## config.mk

```make
export PLATFORM = sky130hd
export DESIGN_NAME = glzw_ctrl
export DESIGN_NICKNAME = d
export VERILOG_FILES = /design/src/hdl/glzw_pkg.sv /design/src/hdl/glzw_ctrl.sv
export SDC_FILE = /design/constraint.sdc
export NUM_CORES = 1
export LEC_CHECK = 0
export BUFFER_PORTS_ARGS = -buffer_cell sky130_fd_sc_hd__buf_4
export CAP_MARGIN = 20
export CORE_MARGIN = 1
export CORE_UTILIZATION = 35
export CTS_CLUSTER_DIAMETER = 50
export DETAILED_ROUTE_END_ITERATION = 10
export PLACE_DENSITY = 0.68
export RECOVER_POWER = 100
export REMOVE_ABC_BUFFERS = 1
export SLEW_MARGIN = 20
export SYNTH_ARGS = -nofsm -noshare
export SYNTH_HDL_FRONTEND = slang
export SYNTH_SLANG_ARGS = --single-unit
```

## constraint.sdc

```tcl
create_clock -name clk -period 3.3 [get_ports clk]
set_input_delay 0 -clock clk [delete_from_list [all_inputs] [get_ports clk]]
set_output_delay 0 -clock clk [all_outputs]
set_load 0.01 [all_outputs]
```

## src/hdl/glzw_pkg.sv

```systemverilog
// Shared constants, types and helper functions for the GIF LZW encoder.
package glzw_pkg;

  localparam int HASH_SIZE  = 5003;
  localparam int HADDR_W    = $clog2(HASH_SIZE);
  localparam int MAX_BITS   = 12;
  localparam int CODE_LIMIT = 4096;
  localparam int KEY_W      = 20;
  localparam int ENTRY_W    = MAX_BITS + 1 + KEY_W;
  localparam int ACC_W      = 24;

  function automatic int calc_shift();
    int f;
    int n;
    f = HASH_SIZE;
    n = 0;
    while (f < 65536) begin
      f = f * 2;
      n = n + 1;
    end
    return (n <= 8) ? 8 - n : 0;
  endfunction

  localparam int HASH_SHIFT = calc_shift();

  localparam logic [1:0] CS_PREFIX = 2'd0;
  localparam logic [1:0] CS_CLEAR  = 2'd1;
  localparam logic [1:0] CS_EOI    = 2'd2;

  typedef struct packed {
    logic       accept;
    logic       start;
    logic       hash_rd;
    logic       probe_rd;
    logic       hit_take;
    logic       put;
    logic [1:0] code_sel;
    logic       put_eof;
    logic       emit;
    logic       miss_upd;
    logic       tbl_write;
    logic       tbl_full;
    logic       flush;
    logic       clr_wr;
  } dp_cmd_t;

  typedef struct packed {
    logic hit;
    logic miss_end;
    logic emit_more;
    logic can_emit;
    logic pend_valid;
    logic nfc_full;
    logic last;
    logic clr_last;
  } dp_sts_t;

  function automatic logic [3:0] eff_min(input logic [3:0] m);
    logic [3:0] r;
    r = m;
    if (m < 4'd2) r = 4'd2;
    if (m > 4'd8) r = 4'd8;
    return r;
  endfunction

endpackage

```

## src/hdl/glzw_ctrl.sv

```systemverilog
// Controller state machine that sequences lookup, code output and table clearing.
module glzw_ctrl (
  input  logic              clk,
  input  logic              rst_n,
  input  logic              in_tvalid,
  output logic              in_tready,
  output glzw_pkg::dp_cmd_t cmd,
  input  glzw_pkg::dp_sts_t sts
);

  localparam logic [3:0] S_IDLE  = 4'd0;
  localparam logic [3:0] S_RD    = 4'd1;
  localparam logic [3:0] S_CHK   = 4'd2;
  localparam logic [3:0] S_PROBE = 4'd3;
  localparam logic [3:0] S_PUTP  = 4'd4;
  localparam logic [3:0] S_MISS  = 4'd5;
  localparam logic [3:0] S_PUTC  = 4'd6;
  localparam logic [3:0] S_TAIL  = 4'd7;
  localparam logic [3:0] S_LASTP = 4'd8;
  localparam logic [3:0] S_LASTE = 4'd9;
  localparam logic [3:0] S_EMIT  = 4'd10;
  localparam logic [3:0] S_DONE  = 4'd11;
  localparam logic [3:0] S_CLR   = 4'd12;

  logic [3:0] state_r, state_nxt;
  logic [3:0] ret_r, ret_nxt;
  logic       first_r, first_nxt;
  logic       clr_req_r, clr_req_nxt;

  assign in_tready = state_r == S_IDLE;

  always_comb begin
    state_nxt   = state_r;
    ret_nxt     = ret_r;
    first_nxt   = first_r;
    clr_req_nxt = clr_req_r;
    cmd         = '0;
    cmd.code_sel = glzw_pkg::CS_PREFIX;

    unique case (state_r)
      S_IDLE: begin
        if (in_tvalid) begin
          cmd.accept = 1'b1;
          if (!first_r) begin
            cmd.start   = 1'b1;
            first_nxt   = 1'b1;
            clr_req_nxt = 1'b1;
            state_nxt   = S_PUTC;
          end else begin
            state_nxt = S_RD;
          end
        end
      end
      S_RD: begin
        cmd.hash_rd = 1'b1;
        state_nxt   = S_CHK;
      end
      S_CHK: begin
        if (sts.hit) begin
          cmd.hit_take = 1'b1;
          state_nxt    = S_TAIL;
        end else if (sts.miss_end) begin
          state_nxt = S_PUTP;
        end else begin
          state_nxt = S_PROBE;
        end
      end
      S_PROBE: begin
        cmd.probe_rd = 1'b1;
        state_nxt    = S_CHK;
      end
      S_PUTP: begin
        cmd.put   = 1'b1;
        ret_nxt   = S_MISS;
        state_nxt = S_EMIT;
      end
      S_MISS: begin
        cmd.miss_upd = 1'b1;
        if (sts.nfc_full) begin
          cmd.tbl_full = 1'b1;
          clr_req_nxt  = 1'b1;
          state_nxt    = S_PUTC;
        end else begin
          cmd.tbl_write = 1'b1;
          state_nxt     = S_TAIL;
        end
      end
      S_PUTC: begin
        cmd.put      = 1'b1;
        cmd.code_sel = glzw_pkg::CS_CLEAR;
        ret_nxt      = S_TAIL;
        state_nxt    = S_EMIT;
      end
      S_TAIL: begin
        state_nxt = sts.last ? S_LASTP : S_DONE;
      end
      S_LASTP: begin
        cmd.put   = 1'b1;
        ret_nxt   = S_LASTE;
        state_nxt = S_EMIT;
      end
      S_LASTE: begin
        cmd.put      = 1'b1;
        cmd.code_sel = glzw_pkg::CS_EOI;
        cmd.put_eof  = 1'b1;
        first_nxt    = 1'b0;
        ret_nxt      = S_DONE;
        state_nxt    = S_EMIT;
      end
      S_EMIT: begin
        if (!sts.emit_more) begin
          state_nxt = ret_r;
        end else if (sts.can_emit) begin
          cmd.emit = 1'b1;
        end
      end
      S_DONE: begin
        if (!sts.pend_valid || sts.can_emit) begin
          cmd.flush = sts.pend_valid;
          state_nxt = clr_req_r ? S_CLR : S_IDLE;
        end
      end
      S_CLR: begin
        cmd.clr_wr = 1'b1;
        if (sts.clr_last) begin
          clr_req_nxt = 1'b0;
          state_nxt   = S_IDLE;
        end
      end
      default: begin
        state_nxt = S_IDLE;
      end
    endcase
  end

  always_ff @(posedge clk) begin
    if (!rst_n) begin
      state_r   <= S_IDLE;
      ret_r     <= S_IDLE;
      first_r   <= 1'b0;
      clr_req_r <= 1'b0;
    end else begin
      state_r   <= state_nxt;
      ret_r     <= ret_nxt;
      first_r   <= first_nxt;
      clr_req_r <= clr_req_nxt;
    end
  end

endmodule

```

== Word level (Yosys, flattened, before mapping) ==
Cells that the tools add are included.

* Bits in registers: 10
* Output and inout bits: 16
* Logic and storage cells: 71
* Input bits: 11

* Multiplexer cells: 38
* Reduce and logical (&&, ||, !) cells: 11
* Equality and inequality tests: 18

{| class="wikitable"
|+ Operators by type and width
! operator !! number
|-
| 4-bit case mux with 9 select lines || 1
|-
| 4-bit two-way mux || 6
|-
| 1-bit two-way mux || 21
|-
| 4-bit equality test (second input constant) || 5
|-
| 4-bit by 3-bit equality test with 1-bit output (second input constant) || 4
|-
| 4-bit case mux with 4 select lines || 1
|-
| 2-bit inequality test (second input constant) || 6
|-
| 3-bit two-way mux || 3
|-
| 4-bit by 2-bit equality test with 1-bit output (second input constant) || 2
|-
| 2-bit two-way mux || 3
|-
| 5-bit AND reduction || 1
|-
| 4-bit by 1-bit equality test with 1-bit output (second input constant) || 1
|-
| 4-bit logical NOT || 1
|-
| 2-bit case mux with 2 select lines || 1
|-
| 4-bit AND reduction || 1
|-
| 4-bit nonzero test || 1
|-
| 4-bit OR reduction || 1
|-
| 1-bit case mux with 3 select lines || 1
|-
| 3-bit nonzero test || 1
|-
| 1-bit case mux with 2 select lines || 1
|-
| 2-bit AND reduction || 1
|-
| 2-bit nonzero test || 1
|-
| 2-bit OR reduction || 1
|-
| 1-bit logical NOT || 1
|-
| 1-bit logical OR || 1
|}

== Logic depth before layout (Yosys ltp) ==
* Depth after elaboration: 4
* Gate-level depth with buffers: 6
* Depth with buffers taken out: 4

== Least setup slack after synthesis ==
OpenSTA, ideal clock, no wires.

* Path type: register to register
* From: register state_r[2]
* To: register clr_req_r
* Arrival time: 1.209 ns
* Library setup time: 0.116 ns
* Data required time: 3.184 ns
* Stages on the path, launching flop included: 6
* Clock period less this slack: 1.325 ns
* Buffers on the path: 1
* Slack: 1.975 ns
* Path through: dfxtp_1 buf_2 or3_1 a21oi_2 nor3b_1 o211a_1

* Cells in the longest elaborated chain, start to end: 3
* Elaborated cells on any way between the ends: 10
* Those cells by class: eq/ne: 6; mux: 1; reduce/logical: 3

{| class="wikitable"
|+ Ends and longest elaborated chain
! item !! line !! RTL
|-
| start: declaration || glzw_ctrl.sv:25 || <nowiki>logic [3:0] state_r, state_nxt;</nowiki>
|-
| start signal: assignment || glzw_ctrl.sv:143 || <nowiki>state_r <= state_nxt;</nowiki>
|-
| 4-bit by 3-bit equality test with 1-bit output, or another cell as far along || glzw_ctrl.sv:40 || <nowiki>unique case (state_r)</nowiki>
|-
| 2-bit inequality test (no source line) / 3-bit nonzero test (equally long branches) || - ||
|-
| 5-bit AND reduction (no source line) || - ||
|-
| end signal: assignment || glzw_ctrl.sv:146 || <nowiki>clr_req_r <= clr_req_nxt;</nowiki>
|-
| end: declaration || glzw_ctrl.sv:28 || <nowiki>logic clr_req_r, clr_req_nxt;</nowiki>
|}

Parallel ways exist; a longest one is shown, timed or not.
A chain may end at the register's enable or synchronous reset.

==> flow_summary_export.csv <==
group,metric,value,unit
status,status,"finished clean",
sta,rsz0062_at_grt,"false",
die,core-area,2233,um2
grt,grt_max_degree,23,
power_and_ir_drop,p_total,0.0007574,W
worst_setup_path,rrSetupSlack,1.44,ns
worst_setup_path,r2r-start,"state_r[2]",
yosys,synth_area_leaders,"dfxtp_1, nand2b_1, nor2_1, mux2i_1, a21oi_1",
grt,grt_pass1_wl,3525,um
worst_hold_path,min_to,"state_r[0]",
yosys,ys_warn_count,0,
grt,grt_util_all_layers,0.1811,
place,dpl.cell_count,157,
yosys,synth_edf_count,0,
yosys,synth_cell_types,41,
route,via_count,913,
yosys,syn_inst,113,
place,hpwl,1603,um
layout,fin_nets,146,
die,io-pin-count,27,
worst_hold_path,hp-start,"sts[4]",
yosys,async_reset_ff_frac,0,
place,place_congestion,0.8353,
route,drcViolationCount,0,
run,cap_violations,0,
place,numPortBuffers,26,
yosys,yosys.area.top_type_share,0.2406,
worst_setup_path,crit_path_top_delay_cell,"dfxtp_1",
cts,cts_max_level,1,
grt,grt_overflow,0,
layout,layout_common_cells,"nor2_1, buf_4, clkbuf_1",
die,fp.dieW,50.76,um
sta,timing.hold.ws,0.04040,ns
worst_hold_path,worstHoldPathCells,3,
worst_setup_path,start_kind,"register",
layout,drive_gt1_frac,0.1353,
die,dieArea,2576,um2
worst_setup_path,cpPeakStageDelay,0.72,ns
worst_setup_path,crit_path_cell_trace,"nand2b_1 -> o21ai_0 -> clkbuf_1",
die,fp.dieH,50.76,um
layout,diodes,0,
worst_setup_path,crit_type,"register to primary output",
route,post_drt_wl_per_cell,13.64,um
cts,cts-resized-gates,0,
cts,clock_latency,0.26,ns
cts,clk_pin_slew,0.06,ns
layout,areaGrowthSynthToFinish,16.39,%
route,drt-initial-drc-count,18,
cts,tritoncts,"yes",
worst_setup_path,crit_required,3.30,ns
grt,antenna_found_initial,0,
yosys,synth_ff_type,"dfxtp_1",
sta,fin_setup_tns,0,ns
worst_setup_path,end_kind,"primary output",
power_and_ir_drop,leakagePower,0.3660,nW
power_and_ir_drop,powerDensity,782.1,nW/um2
route,ant_nets,0,
layout,post-route-util,0.4336,
worst_setup_path,r2r_end,"ret_r[1]",
grt,grt_pass1_vias,771,
power_and_ir_drop,peakVddDrop,410.7,uV
worst_hold_path,hp-class,"input pin to register",
sta,fin_skew,0.001243,ns
cts,clk_path_buf_depth,2,
worst_setup_path,reg2regPathDepth,4,
yosys,ys_ff_latch,10,
worst_setup_path,critPathMaxFanout,21,
layout,fillers,257,
route,viasPerCell,5.671,
worst_setup_path,startpoint,"state_r[2]",
cts,numClockSinks,10,
cts,cts_buffers,3,
yosys,syn_avg_cell_area,7.363,um2
worst_setup_path,arrival,1.92,ns
cts,root_buffer,"clkbuf_4",
yosys,syn_area,832.0,um2
yosys,yosys.area.top_type,"dfxtp_1",
layout,final_common_cell,"nor2_1",
die,num_rows,17,
layout,final_cells,161,
route,routed_wl,2196,um
yosys,synth-seq-area-share,0.2406,
die,start_util,0.3725,
sta,slew-limit-headroom,0.5408,
sta,period_needed,1.922,ns
sta,worst_slew_pin_slew,0.6879,ns
sta,setup_violations,0,
sta,clock.fmax,520.4,MHz
sta,hold_viol,0,
sta,fin_crit_sh,0.5823,
sta,slew_viol_final,0,
worst_setup_path,critPathBufInv,1,
route,dr.pass1.iters,4,
worst_setup_path,cp_top_family,"flip-flops",
## logic make-up (layout without fill, tap and decap cells)
logic type             count (synthesis)  after routing  synth area share
AO/OA/AOI/OAI                         24             24            0.2120
buffers and inverters                 13             33           0.09623
AND/OR/NAND/NOR                       62             62            0.4030
flip-flops                            10             10            0.2406
multiplexers                           4              4           0.04812
## synth_stat cells (2+ instances only)
cell type / instances
nor2_1: 15
dfxtp_1: 10
nand2b_1: 9
a21oi_1: 7
nand2_1: 7
nor3_1: 7
buf_2: 4
mux2i_1: 4
nand3b_1: 4
buf_6: 3
nor4_1: 3
o21ai_0: 3
or3_1: 3
inv_1: 2
nand3_1: 2
nor2b_1: 2
nor3b_1: 2
o211a_1: 2
or2_1: 2
## area by class of cell
| type | count | area [um2] | area share |
|---|---|---|---|
| Timing Repair Buffer | 27 | 156.4 | 0.1615 |
| Clock buffer | 3 | 22.52 | 0.02326 |
| Tap cell | 28 | 35.03 | 0.03618 |
| Inverter | 3 | 11.26 | 0.01163 |
| Sequential cell | 10 | 200.2 | 0.2067 |
| Multi-Input combinational cell | 90 | 543.0 | 0.5607 |
## worst register-to-register path, delay by kind of cell (launching register included)
kind / cells / cell delay (ns)
DFF: 1 / 0.72
AOI/OAI and AO/OA: 1 / 0.41
and+or+nand+nor: 2 / 0.38
muxes: 1 / 0.23
## registers in the layout (all words and copies together) (netlist names)
| name | count |
|---|---|
| ret_r | 4 |
| state_r | 4 |
| clr_req_r | 1 |
| first_r | 1 |
## where the power goes
part | leakage [nW] | internal, W | switching [W]
logic | 0.270 | 0.000187 | 0.000211
clock network | 0.0138 | 0.0000421 | 0.0000395
registers | 0.0825 | 0.000166 | 0.000112
total | 0.366 | 0.000395 | 0.000362
## metal layers
| metal | global-route usage | up-vias | wire length [um] |
|---|---|---|---|
| met2 | 0.3089 | 30 | 1109 |
| met1 | 0.2228 | 431 | 938 |
| li1 | - | 446 | - |
| met3 | 0.04242 | 6 | 125 |
| met5 | 0 | - | 0 |
| met4 | 0.05556 | 0 | 23 |
## what timing repair did
action,CTS,global route
hold buffers,1,0
hold endpoints to repair,1,0
buffers inserted,0,0
## metrics by stage
step | worst slack [ns] | instance area [um2]
floorplan | 1.813 | 763.2
CTS | 1.507 | 1026
global placement | 1.649 | 993.5
finish | 1.378 | 968.4
global route | 1.202 | 968.4
detailed placement | 1.541 | 993.5
## how the worst max path moves through the flow
stage	cells past startpoint	slack, ns	to
detailed placement	3	1.54	state_r[2]
global route	3	1.20	cmd[9]
finish	3	1.38	cmd[9]
global placement	3	1.65	state_r[2]
floorplan	4	1.81	ret_r[1]
CTS	3	1.51	state_r[2]
No activity file was read; power rests on OpenSTA's default activity.
